`src/design/motor_feedback_angle_tracker_assert.svh`:
```
// Assertion macros used by the tracker top module.
// Both expect a signal named clock, and MFAT_CHECK also reset, in the module that uses them.
`ifndef MOTOR_FEEDBACK_ANGLE_TRACKER_ASSERT_SVH
`define MOTOR_FEEDBACK_ANGLE_TRACKER_ASSERT_SVH

// Check a property at every clock edge outside reset.
`define MFAT_CHECK(label, prop, msg) \
   label: assert property (@(posedge clock) disable iff (reset) prop) \
      else $error(msg);

// Check a property at every clock edge, reset included.
`define MFAT_CHECK_ALWAYS(label, prop, msg) \
   label: assert property (@(posedge clock) prop) \
      else $error(msg);

`endif

```
`src/design/mfat_pkg.sv`:
```
package mfat_pkg;

   // Field widths
   localparam int ID_W      = 11;
   localparam int WORD_W    = 16;
   localparam int SLOT_W    = 3;
   localparam int CSR_IDX_W = 3;
   localparam int NUM_SLOTS = 7;

   // Tracking arithmetic
   localparam int ENCODER_SPAN = 8191;
   localparam int GLITCH_LIMIT = 1250;
   localparam int ACC_W        = 48;
   localparam int GAIN_W       = 16;
   localparam int DELTA_W      = WORD_W + 2;
   localparam int INC_W        = DELTA_W + GAIN_W + 1;

   localparam logic signed [DELTA_W-1:0] SPAN_D      = DELTA_W'(ENCODER_SPAN);
   localparam logic signed [DELTA_W-1:0] LIMIT_D     = DELTA_W'(GLITCH_LIMIT);
   localparam logic signed [DELTA_W-1:0] NEG_LIMIT_D = -DELTA_W'(GLITCH_LIMIT);

   localparam logic signed [ACC_W-1:0] ACC_MAX = {1'b0, {(ACC_W-1){1'b1}}};
   localparam logic signed [ACC_W-1:0] ACC_MIN = {1'b1, {(ACC_W-1){1'b0}}};

   // Slot codes
   localparam logic [SLOT_W-1:0] SLOT_ARM  = 3'd0;
   localparam logic [SLOT_W-1:0] SLOT_TURN = 3'd5;

   // Track codes for the two multi-turn slots
   localparam logic TRACK_ARM  = 1'b0;
   localparam logic TRACK_TURN = 1'b1;

   // Motor ID defaults after reset, by slot
   localparam logic [ID_W-1:0] ID_RESET [NUM_SLOTS] =
      '{11'd517, 11'd513, 11'd514, 11'd515, 11'd516, 11'd518, 11'd521};

   // Gear gains, unsigned Q0.24 degrees per encoder count, by track
   localparam logic [GAIN_W-1:0] TRACK_GAIN [2] = '{16'd38809, 16'd4655};

   typedef struct packed {
      logic              hit;
      logic [SLOT_W-1:0] slot;
   } mfat_match_type;

   typedef struct packed {
      logic                     matched;
      logic [SLOT_W-1:0]        slot;
      logic [WORD_W-1:0]        angle;
      logic signed [WORD_W-1:0] speed;
      logic signed [WORD_W-1:0] current;
   } mfat_stage_type;

   typedef struct packed {
      logic              valid;
      logic              sel;
      logic [WORD_W-1:0] angle;
      logic              reverse;
   } mfat_trk_req_type;

   typedef struct packed {
      logic                     matched;
      logic [SLOT_W-1:0]        slot;
      logic [WORD_W-1:0]        angle_out;
      logic signed [WORD_W-1:0] speed_out;
      logic signed [WORD_W-1:0] current_out;
      logic signed [ACC_W-1:0]  total_angle;
   } mfat_result_type;

endpackage

```
`src/design/mfat_if.sv`:
```
// Feedback frame channel
interface mfat_req_if import mfat_pkg::*; ();
   logic                     valid;
   logic                     ready;
   logic [ID_W-1:0]          frame_id;
   logic [WORD_W-1:0]        angle_word;
   logic signed [WORD_W-1:0] speed_word;
   logic signed [WORD_W-1:0] current_word;

   modport source (output valid, frame_id, angle_word, speed_word, current_word,
                   input ready);
   modport sink   (input valid, frame_id, angle_word, speed_word, current_word,
                   output ready);
endinterface

// Result channel
interface mfat_rsp_if import mfat_pkg::*; ();
   logic                     valid;
   logic                     ready;
   logic                     matched;
   logic [SLOT_W-1:0]        slot;
   logic [WORD_W-1:0]        angle_out;
   logic signed [WORD_W-1:0] speed_out;
   logic signed [WORD_W-1:0] current_out;
   logic signed [ACC_W-1:0]  total_angle;

   modport source (output valid, matched, slot, angle_out, speed_out, current_out,
                   total_angle, input ready);
   modport sink   (input valid, matched, slot, angle_out, speed_out, current_out,
                   total_angle, output ready);
endinterface

// Register write channel
interface mfat_csr_if import mfat_pkg::*; ();
   logic                 valid;
   logic                 ready;
   logic [CSR_IDX_W-1:0] index;
   logic [ID_W-1:0]      data;

   modport source (output valid, index, data, input ready);
   modport sink   (input valid, index, data, output ready);
endinterface

```
`src/design/mfat_id_match.sv`:
```
module mfat_id_match import mfat_pkg::*; (
   input  logic           clock,
   input  logic           reset,
   mfat_csr_if.sink       csr,
   input  logic [ID_W-1:0] frame_id,
   output mfat_match_type match
);

   logic [ID_W-1:0] id_ff [NUM_SLOTS];
   logic [ID_W-1:0] id_in [NUM_SLOTS];

   // Writes are always taken; indexes past the last slot are dropped
   assign csr.ready = 1'b1;

   always_comb begin
      id_in = id_ff;
      if (csr.valid && (csr.index < CSR_IDX_W'(NUM_SLOTS))) begin
         id_in[csr.index] = csr.data;
      end
   end

   always_ff @(posedge clock) begin
      if (reset) begin
         id_ff <= ID_RESET;
      end else begin
         id_ff <= id_in;
      end
   end

   // Compare against all IDs; the lowest matching slot wins
   always_comb begin
      match.hit  = 1'b0;
      match.slot = '0;
      for (int s = NUM_SLOTS - 1; s >= 0; s--) begin
         if (id_ff[s] == frame_id) begin
            match.hit  = 1'b1;
            match.slot = SLOT_W'(s);
         end
      end
   end

endmodule

```
`src/design/mfat_track.sv`:
```
module mfat_track import mfat_pkg::*; (
   input  logic                    clock,
   input  logic                    reset,
   input  logic                    advance,
   input  mfat_trk_req_type        trk,
   output logic signed [ACC_W-1:0] total
);

   logic [WORD_W-1:0]       prev_ff [2];
   logic [WORD_W-1:0]       prev_in [2];
   logic                    seeded_ff [2];
   logic                    seeded_in [2];
   logic signed [ACC_W-1:0] accum_ff [2];
   logic signed [ACC_W-1:0] accum_in [2];
   logic signed [INC_W-1:0] inc_ff;
   logic signed [INC_W-1:0] inc_in;
   logic                    sel_ff;
   logic                    sel_in;
   logic                    upd_ff;
   logic                    upd_in;

   logic signed [DELTA_W-1:0] cur_s;
   logic signed [DELTA_W-1:0] prev_s;
   logic signed [DELTA_W-1:0] diff_s;
   logic signed [DELTA_W-1:0] wrap_fwd;
   logic signed [DELTA_W-1:0] wrap_rev;
   logic signed [DELTA_W-1:0] delta_s;
   logic signed [GAIN_W:0]    gain_s;
   logic signed [ACC_W:0]     sum_s;

   // Wrapped encoder delta in the direction of the speed sign
   always_comb begin
      cur_s    = $signed({2'b00, trk.angle});
      prev_s   = $signed({2'b00, prev_ff[trk.sel]});
      diff_s   = cur_s - prev_s;
      wrap_fwd = diff_s + SPAN_D;
      wrap_rev = diff_s - SPAN_D;
      delta_s  = '0;
      if (!trk.reverse) begin
         if (cur_s < prev_s) begin
            if ((wrap_fwd > 0) && (wrap_fwd < LIMIT_D)) begin
               delta_s = wrap_fwd;
            end
         end else if (diff_s > 0) begin
            delta_s = diff_s;
         end
      end else begin
         if (cur_s > prev_s) begin
            if ((wrap_rev < 0) && (wrap_rev > NEG_LIMIT_D)) begin
               delta_s = wrap_rev;
            end
         end else if (diff_s < 0) begin
            delta_s = diff_s;
         end
      end
      // The first frame of a track only seeds the last angle
      if (!seeded_ff[trk.sel]) begin
         delta_s = '0;
      end
   end

   // Scale by the gear gain and latch the increment
   always_comb begin
      gain_s    = $signed({1'b0, TRACK_GAIN[trk.sel]});
      prev_in   = prev_ff;
      seeded_in = seeded_ff;
      inc_in    = inc_ff;
      sel_in    = sel_ff;
      upd_in    = advance ? trk.valid : upd_ff;
      if (trk.valid) begin
         prev_in[trk.sel]   = trk.angle;
         seeded_in[trk.sel] = 1'b1;
         inc_in             = INC_W'(delta_s) * INC_W'(gain_s);
         sel_in             = trk.sel;
      end
   end

   // Add the increment and clamp at the accumulator limits
   always_comb begin
      sum_s = (ACC_W+1)'(accum_ff[sel_ff]) + (ACC_W+1)'(inc_ff);
      if (sum_s[ACC_W] != sum_s[ACC_W-1]) begin
         total = sum_s[ACC_W] ? ACC_MIN : ACC_MAX;
      end else begin
         total = sum_s[ACC_W-1:0];
      end
      accum_in = accum_ff;
      if (advance && upd_ff) begin
         accum_in[sel_ff] = total;
      end
   end

   always_ff @(posedge clock) begin
      if (reset) begin
         prev_ff   <= '{default: '0};
         seeded_ff <= '{default: 1'b0};
         accum_ff  <= '{default: '0};
         upd_ff    <= 1'b0;
      end else begin
         prev_ff   <= prev_in;
         seeded_ff <= seeded_in;
         accum_ff  <= accum_in;
         upd_ff    <= upd_in;
      end
   end

   always_ff @(posedge clock) begin
      inc_ff <= inc_in;
      sel_ff <= sel_in;
   end

endmodule

```
`src/design/motor_feedback_angle_tracker.sv`:
```
// Motor feedback angle tracker.
// req carries one feedback frame per item: frame_id, angle_word, speed_word
// and current_word. The frame ID is matched against seven motor IDs held in
// registers written through csr (index 0 to 6; a higher index is dropped,
// csr.ready is always high). rsp returns one item per request: the matching
// slot and its words, and for the arm and turntable slots the multi-turn
// angle in signed Q24.24 degrees. A frame that matches no ID returns an
// all-zero item with matched low and changes no state.
// Between acceptance and rsp.valid lie an input stage with the ID compare, a
// stage with the wrapped delta and the gain multiply, and the accumulate stage
// that loads the output register. One item is taken per cycle while rsp is
// not stalled; the 48-bit add and clamp of the accumulator closes on itself
// each cycle, so back-to-back frames of one motor are tracked at full rate.
// When rsp.ready is low with a result waiting, the whole pipeline holds and
// req.ready drops in the same cycle; the result stays on rsp unchanged.
// Reset restores the default motor IDs, clears the pipeline and clears the
// angle trackers to zero, not yet seeded.
`include "motor_feedback_angle_tracker_assert.svh"

module motor_feedback_angle_tracker import mfat_pkg::*; (
   input logic      clock,
   input logic      reset,
   mfat_req_if.sink req,
   mfat_rsp_if.source rsp,
   mfat_csr_if.sink csr
);

   logic            advance;
   mfat_match_type  match;
   mfat_trk_req_type trk;
   logic signed [ACC_W-1:0] total;
   logic            tracked0;
   logic            tracked1;

   logic            s0_valid_ff, s0_valid_in;
   mfat_stage_type  s0_ff, s0_in;
   logic            s1_valid_ff, s1_valid_in;
   mfat_stage_type  s1_ff, s1_in;
   logic            rsp_valid_ff, rsp_valid_in;
   mfat_result_type rsp_ff, rsp_in;

   // Move the pipeline whenever the output register is free or being taken
   assign advance   = !rsp_valid_ff || rsp.ready;
   assign req.ready = advance;

   mfat_id_match u_id_match (
      .clock    (clock),
      .reset    (reset),
      .csr      (csr),
      .frame_id (req.frame_id),
      .match    (match)
   );

   assign tracked0 = s0_ff.matched && ((s0_ff.slot == SLOT_ARM) || (s0_ff.slot == SLOT_TURN));
   assign tracked1 = s1_ff.matched && ((s1_ff.slot == SLOT_ARM) || (s1_ff.slot == SLOT_TURN));

   always_comb begin
      trk.valid   = advance && s0_valid_ff && tracked0;
      trk.sel     = (s0_ff.slot == SLOT_TURN) ? TRACK_TURN : TRACK_ARM;
      trk.angle   = s0_ff.angle;
      trk.reverse = s0_ff.speed[WORD_W-1];
   end

   mfat_track u_track (
      .clock   (clock),
      .reset   (reset),
      .advance (advance),
      .trk     (trk),
      .total   (total)
   );

   // Advance the stages; hold everything while the output is stalled
   always_comb begin
      s0_valid_in  = s0_valid_ff;
      s0_in        = s0_ff;
      s1_valid_in  = s1_valid_ff;
      s1_in        = s1_ff;
      rsp_valid_in = rsp_valid_ff;
      rsp_in       = rsp_ff;
      if (advance) begin
         s0_valid_in   = req.valid;
         s0_in.matched = match.hit;
         s0_in.slot    = match.slot;
         s0_in.angle   = req.angle_word;
         s0_in.speed   = req.speed_word;
         s0_in.current = req.current_word;
         s1_valid_in   = s0_valid_ff;
         s1_in         = s0_ff;
         rsp_valid_in  = s1_valid_ff;
         // Zero every field of an unmatched item
         rsp_in = '0;
         if (s1_ff.matched) begin
            rsp_in.matched     = 1'b1;
            rsp_in.slot        = s1_ff.slot;
            rsp_in.angle_out   = s1_ff.angle;
            rsp_in.speed_out   = s1_ff.speed;
            rsp_in.current_out = s1_ff.current;
            rsp_in.total_angle = tracked1 ? total : '0;
         end
      end
   end

   always_ff @(posedge clock) begin
      if (reset) begin
         s0_valid_ff  <= 1'b0;
         s1_valid_ff  <= 1'b0;
         rsp_valid_ff <= 1'b0;
      end else begin
         s0_valid_ff  <= s0_valid_in;
         s1_valid_ff  <= s1_valid_in;
         rsp_valid_ff <= rsp_valid_in;
      end
   end

   always_ff @(posedge clock) begin
      s0_ff  <= s0_in;
      s1_ff  <= s1_in;
      rsp_ff <= rsp_in;
   end

   assign rsp.valid       = rsp_valid_ff;
   assign rsp.matched     = rsp_ff.matched;
   assign rsp.slot        = rsp_ff.slot;
   assign rsp.angle_out   = rsp_ff.angle_out;
   assign rsp.speed_out   = rsp_ff.speed_out;
   assign rsp.current_out = rsp_ff.current_out;
   assign rsp.total_angle = rsp_ff.total_angle;

   `MFAT_CHECK_ALWAYS(a_reset_empties, $past(reset) |-> !rsp.valid, "result after reset")
   `MFAT_CHECK(a_nomatch_zero,
      rsp.valid && !rsp.matched |->
         rsp.slot == '0 && rsp.total_angle == '0 && rsp.angle_out == '0,
      "unmatched item not zero")
   `MFAT_CHECK(a_total_tracked,
      rsp.valid && rsp.total_angle != '0 |-> rsp.slot == SLOT_ARM || rsp.slot == SLOT_TURN,
      "angle on untracked slot")
   `MFAT_CHECK(a_slot_range,
      rsp.valid && rsp.matched |-> rsp.slot != SLOT_W'(NUM_SLOTS),
      "slot out of range")

endmodule

```
`src/flat_wrapper.sv`:
```
// flat-port wrapper written by rule: the top's interface ports become plain ports
module motor_feedback_angle_tracker_flat import mfat_pkg::*;
  (clock, reset, req_valid, req_frame_id, req_angle_word, req_speed_word, req_current_word, req_ready, rsp_valid, rsp_matched, rsp_slot, rsp_angle_out, rsp_speed_out, rsp_current_out, rsp_total_angle, rsp_ready, csr_valid, csr_index, csr_data, csr_ready);
  mfat_req_if req_i ();
  mfat_rsp_if rsp_i ();
  mfat_csr_if csr_i ();
  input logic clock;
  input logic reset;
  input wire logic [$bits(req_i.valid)-1:0] req_valid;
  input wire logic [$bits(req_i.frame_id)-1:0] req_frame_id;
  input wire logic [$bits(req_i.angle_word)-1:0] req_angle_word;
  input wire logic [$bits(req_i.speed_word)-1:0] req_speed_word;
  input wire logic [$bits(req_i.current_word)-1:0] req_current_word;
  output wire logic [$bits(req_i.ready)-1:0] req_ready;
  output wire logic [$bits(rsp_i.valid)-1:0] rsp_valid;
  output wire logic [$bits(rsp_i.matched)-1:0] rsp_matched;
  output wire logic [$bits(rsp_i.slot)-1:0] rsp_slot;
  output wire logic [$bits(rsp_i.angle_out)-1:0] rsp_angle_out;
  output wire logic [$bits(rsp_i.speed_out)-1:0] rsp_speed_out;
  output wire logic [$bits(rsp_i.current_out)-1:0] rsp_current_out;
  output wire logic [$bits(rsp_i.total_angle)-1:0] rsp_total_angle;
  input wire logic [$bits(rsp_i.ready)-1:0] rsp_ready;
  input wire logic [$bits(csr_i.valid)-1:0] csr_valid;
  input wire logic [$bits(csr_i.index)-1:0] csr_index;
  input wire logic [$bits(csr_i.data)-1:0] csr_data;
  output wire logic [$bits(csr_i.ready)-1:0] csr_ready;
  assign req_i.valid = req_valid;
  assign req_i.frame_id = req_frame_id;
  assign req_i.angle_word = req_angle_word;
  assign req_i.speed_word = req_speed_word;
  assign req_i.current_word = req_current_word;
  assign req_ready = req_i.ready;
  assign rsp_valid = rsp_i.valid;
  assign rsp_matched = rsp_i.matched;
  assign rsp_slot = rsp_i.slot;
  assign rsp_angle_out = rsp_i.angle_out;
  assign rsp_speed_out = rsp_i.speed_out;
  assign rsp_current_out = rsp_i.current_out;
  assign rsp_total_angle = rsp_i.total_angle;
  assign rsp_i.ready = rsp_ready;
  assign csr_i.valid = csr_valid;
  assign csr_i.index = csr_index;
  assign csr_i.data = csr_data;
  assign csr_ready = csr_i.ready;
  motor_feedback_angle_tracker u_core (.clock(clock), .reset(reset), .req(req_i), .rsp(rsp_i), .csr(csr_i));
endmodule
```
`config.mk`:
```
export PLATFORM = sky130hd
export DESIGN_NAME = motor_feedback_angle_tracker_flat
export DESIGN_NICKNAME = d
export VERILOG_FILES = /design/src/design/mfat_pkg.sv /design/src/design/mfat_if.sv /design/src/design/mfat_id_match.sv /design/src/design/mfat_track.sv /design/src/design/motor_feedback_angle_tracker.sv /design/src/flat_wrapper.sv
export VERILOG_INCLUDE_DIRS = /design/src /design/src/design
export SDC_FILE = /design/constraint.sdc
export NUM_CORES = 1
export LEC_CHECK = 0
export BUFFER_PORTS_ARGS = -buffer_cell sky130_fd_sc_hd__clkbuf_2
export CELL_PAD_IN_SITES_DETAIL_PLACEMENT = 1
export CELL_PAD_IN_SITES_GLOBAL_PLACEMENT = 2
export CORE_MARGIN = 2
export CORE_UTILIZATION = 30
export DETAILED_ROUTE_END_ITERATION = 8
export PLACE_DENSITY = 0.72
export SETUP_SLACK_MARGIN = 0.5
export SLEW_MARGIN = 5
export SYNTH_ARGS = -nofsm -noshare
export SYNTH_HDL_FRONTEND = slang
export SYNTH_SLANG_ARGS = --single-unit
```
`constraint.sdc`:
```
create_clock -name clock -period 30.7 [get_ports clock]
set_input_delay 3.07 -clock clock [delete_from_list [all_inputs] [get_ports clock]]
set_output_delay 3.07 -clock clock [all_outputs]
set_load 0.005 [all_outputs]
```
==> key figures <==
Global route
  • Gr usage total: 16.2%
  • Vias in the first global route: 22900
  • Initial antenna violation count: 1
  • Grt ovf: 0
  • Largest net degree at the start of global routing: 95
  • First-pass GRT wire length: 132000 um

Setup path
  • CP max stage delay: 0.85 ns
  • CP top delay family: compound AO/OA/AOI/OAI gates
  • Crit path max fanout: 43
  • Crit path required time: 31.03 ns
  • CP endpoint kind: register
  • Worst path slowest cell: xnor2_1
  • Critical path class: register to register
  • Worst Path Buf+Inv: 10
  • Most frequent CP cell: fa_1
  • CP Launch Type: register
  • Worst path arrival time: 12.90 ns

Drt
  • Final ANT Viol Nets: 0
  • DRT Wirelength: 82000 um
  • DRC viols: 0
  • Vias: 21400
  • Via density: 4.79
  • Wire per inst: 18.4 um
  • DRT Pass-1 Iters: 5
  • Iteration-0 DRC Markers: 1022

Clocking
  • CTS Hold Bufs: 0
  • Clock latency on the worst-skew pair: 0.61 ns
  • Clk slew on worst S/H paths: 0.06 ns
  • Root Buffer: clkbuf_16
  • Number of CTS-inserted buffers: 52
  • Post-CTS Setup Repair Bufs: 0
  • CTS resizes: 0
  • Max H-tree Level: 2
  • CTS max path bufs: 3
  • CTS tree: yes
  • Clk sinks: 451

Timing
  • Final setup viols: 0
  • Min Tclk post-route: 12.58 ns
  • Final total negative setup slack: 0 ns
  • RSZ-0062 raised after global routing: false
  • Slew headroom: 24.3%
  • Slew at the pin closest to its max-slew limit: 1.14 ns
  • Tcrit/Tclk final: 41.0%
  • Worst setup margin: 18.12 ns
  • Final setup skew: 0.0278 ns
  • Max Clk Rate: 79.5 MHz
  • Final Slew Violations: 0
  • Final Hold Fails: 0

Floorplanning
  • Chip width: 319 um
  • Die area: 102000 um2
  • Row count: 115
  • # IOs: 181
  • Core ar.: 98300 um2
  • Starting Density: 30.2%
  • Die Ht: 319 um

Final layout
  • Fillers: 11200
  • Synthesis-to-finish area growth: 13.4%
  • Final Instance Count excl. Fillers: 4463
  • Design Area, Final: 33700 um2
  • Layout cell share with drive strength beyond 1: 12.3%
  • Post-layout nets: 3585
  • Area of the multi-input gates: 16700 um2
  • Sequential cell area: 11400 um2

Synthesis
  • Cell variety after synth: 99
  • Syn Area/Cell: 9.92 um2
  • Share of flip-flops with an asynchronous set or reset: 0%
  • Number of enable flip-flop cells after synthesis: 240
  • Yosys top cell area share: 24.3%
  • Leading area contributor after synthesis: edfxtp_1
  • Sequential-to-total area share from yosys stat: 38.5%
  • Synth area leaders: edfxtp_1, dfxtp_1, fa_1
  • Ys Warns: 0
  • Post-Syn Instances: 2993
  • Ys flop type: edfxtp_1
  • Yosys reg bits: 451
  • Netlist Area Pre-Place: 29700 um2

Power and ir drop
  • Power per Cell Area: 42.5 nW/um2
  • P_leak: 15.1 nW
  • VDD IR max: 0.0371 mV
  • Power Total: 1.43 mW

Outcome
  • Status: finished, final reports clean

Placed design
  • I/O Buffers: 179
  • Post-DP HPWL: 61600 um
  • Gpl congestion: 0.828
  • # placed instances: 4366
  • Pre-CTS setup slack: 18.19 ns
  • Placed inst area: 31900 um2

Worst hold path
  • Hold crit path type: register to register

Run
  • Total of max-cap violations: 0
## Yosys cell counts, drive strengths merged (68+ instances only)
| library cell | number |
|---|---|
| ha | 181 |
| a21o | 78 |
| xor2 | 68 |
| dfxtp | 211 |
| inv | 295 |
| edfxtp | 240 |
| and2 | 74 |
| nor2 | 205 |
| xnor2 | 108 |
| a21oi | 181 |
| fa | 193 |
| clkbuf | 108 |
| nand2 | 363 |
| o21ai | 147 |
## through the flow
stage	hold WS (ns)	util, %
floorplan	0.400	-
global placement	0.400	32.5
detailed placement	0.406	32.5
CTS	0.414	34.3
global route	0.415	34.3
finish	0.407	34.3
## sequential cells by signal, summed over array words and instances (netlist names), 32 cells and up
signal                   flops
u_core.u_track.accum_ff     96
u_core.s1_ff                52
u_core.u_track.prev_ff      32
u_core.u_track.inc_ff       35
u_core.rsp.total_angle      48
u_core.s0_ff                52
u_core.u_id_match.id_ff     77
## logic make-up (layout without fill, tap and decap cells)
logic type               count (synthesis)  after routing  synth area share [%]
AO/OA/AOI/OAI                          561            561                  12.2
XOR/XNOR                               176            176                  5.30
adder cells (fa/ha/maj)                374            374                  20.6
buffers and inverters                  426            590                  5.52
flip-flops                             451            451                  38.5
multiplexers                            90             90                  3.28
other                                    2             21                0.0253
AND/OR/NAND/NOR                        913            913                  14.5
## final cells by class
class                   count  share of cell area [%]
clock buffers              64                    4.09
flip-flops and latches    451                    33.9
clock inverters            32                    1.14
well taps                1287                    4.78
inverters                 295                    3.31
diodes                      1                 0.00743
multi-input cells        2134                    49.6
repair buffers            199                    3.11
## layer usage
layer	vias up	routed length, um	global-route usage, %
met2	240	39700	28.1
met3	78	2270	2.09
met5	-	13	0
met1	10700	38800	21.6
met4	2	1210	3.18
li1	10400	-	-
## where the power goes
group / switching (mW) / internal [mW] / total (mW)
combinational: 0.0827 / 0.0457 / 0.128
clock: 0.256 / 0.386 / 0.642
sequential: 0.00762 / 0.653 / 0.661
## placed cells by master, fill, tap and decap left out, drive strengths merged, types with 55 or more instances in the layout
master	Yosys	routed
edfxtp	240	240
nor2	205	205
ha	181	181
a21oi	181	181
nand2	363	363
xor2	68	68
and2	74	74
clkbuf	108	242
o21ai	147	147
xnor2	108	108
fa	193	193
inv	295	296
a21o	78	78
dfxtp	211	211
nand3	55	55
## worst paths after layout
kind                     from                        end  slack [ns]  cells after the start
min reg2reg  u_core.s0_ff[21]           u_core.s1_ff[21]        0.41                      0
max          u_core.s0_ff[48]  u_core.u_track.inc_ff[32]       18.12                     45
min          u_core.s0_ff[21]           u_core.s1_ff[21]        0.41                      0
max reg2reg  u_core.s0_ff[48]  u_core.u_track.inc_ff[32]       18.12                     45
(Power assumes the default switching activity.)
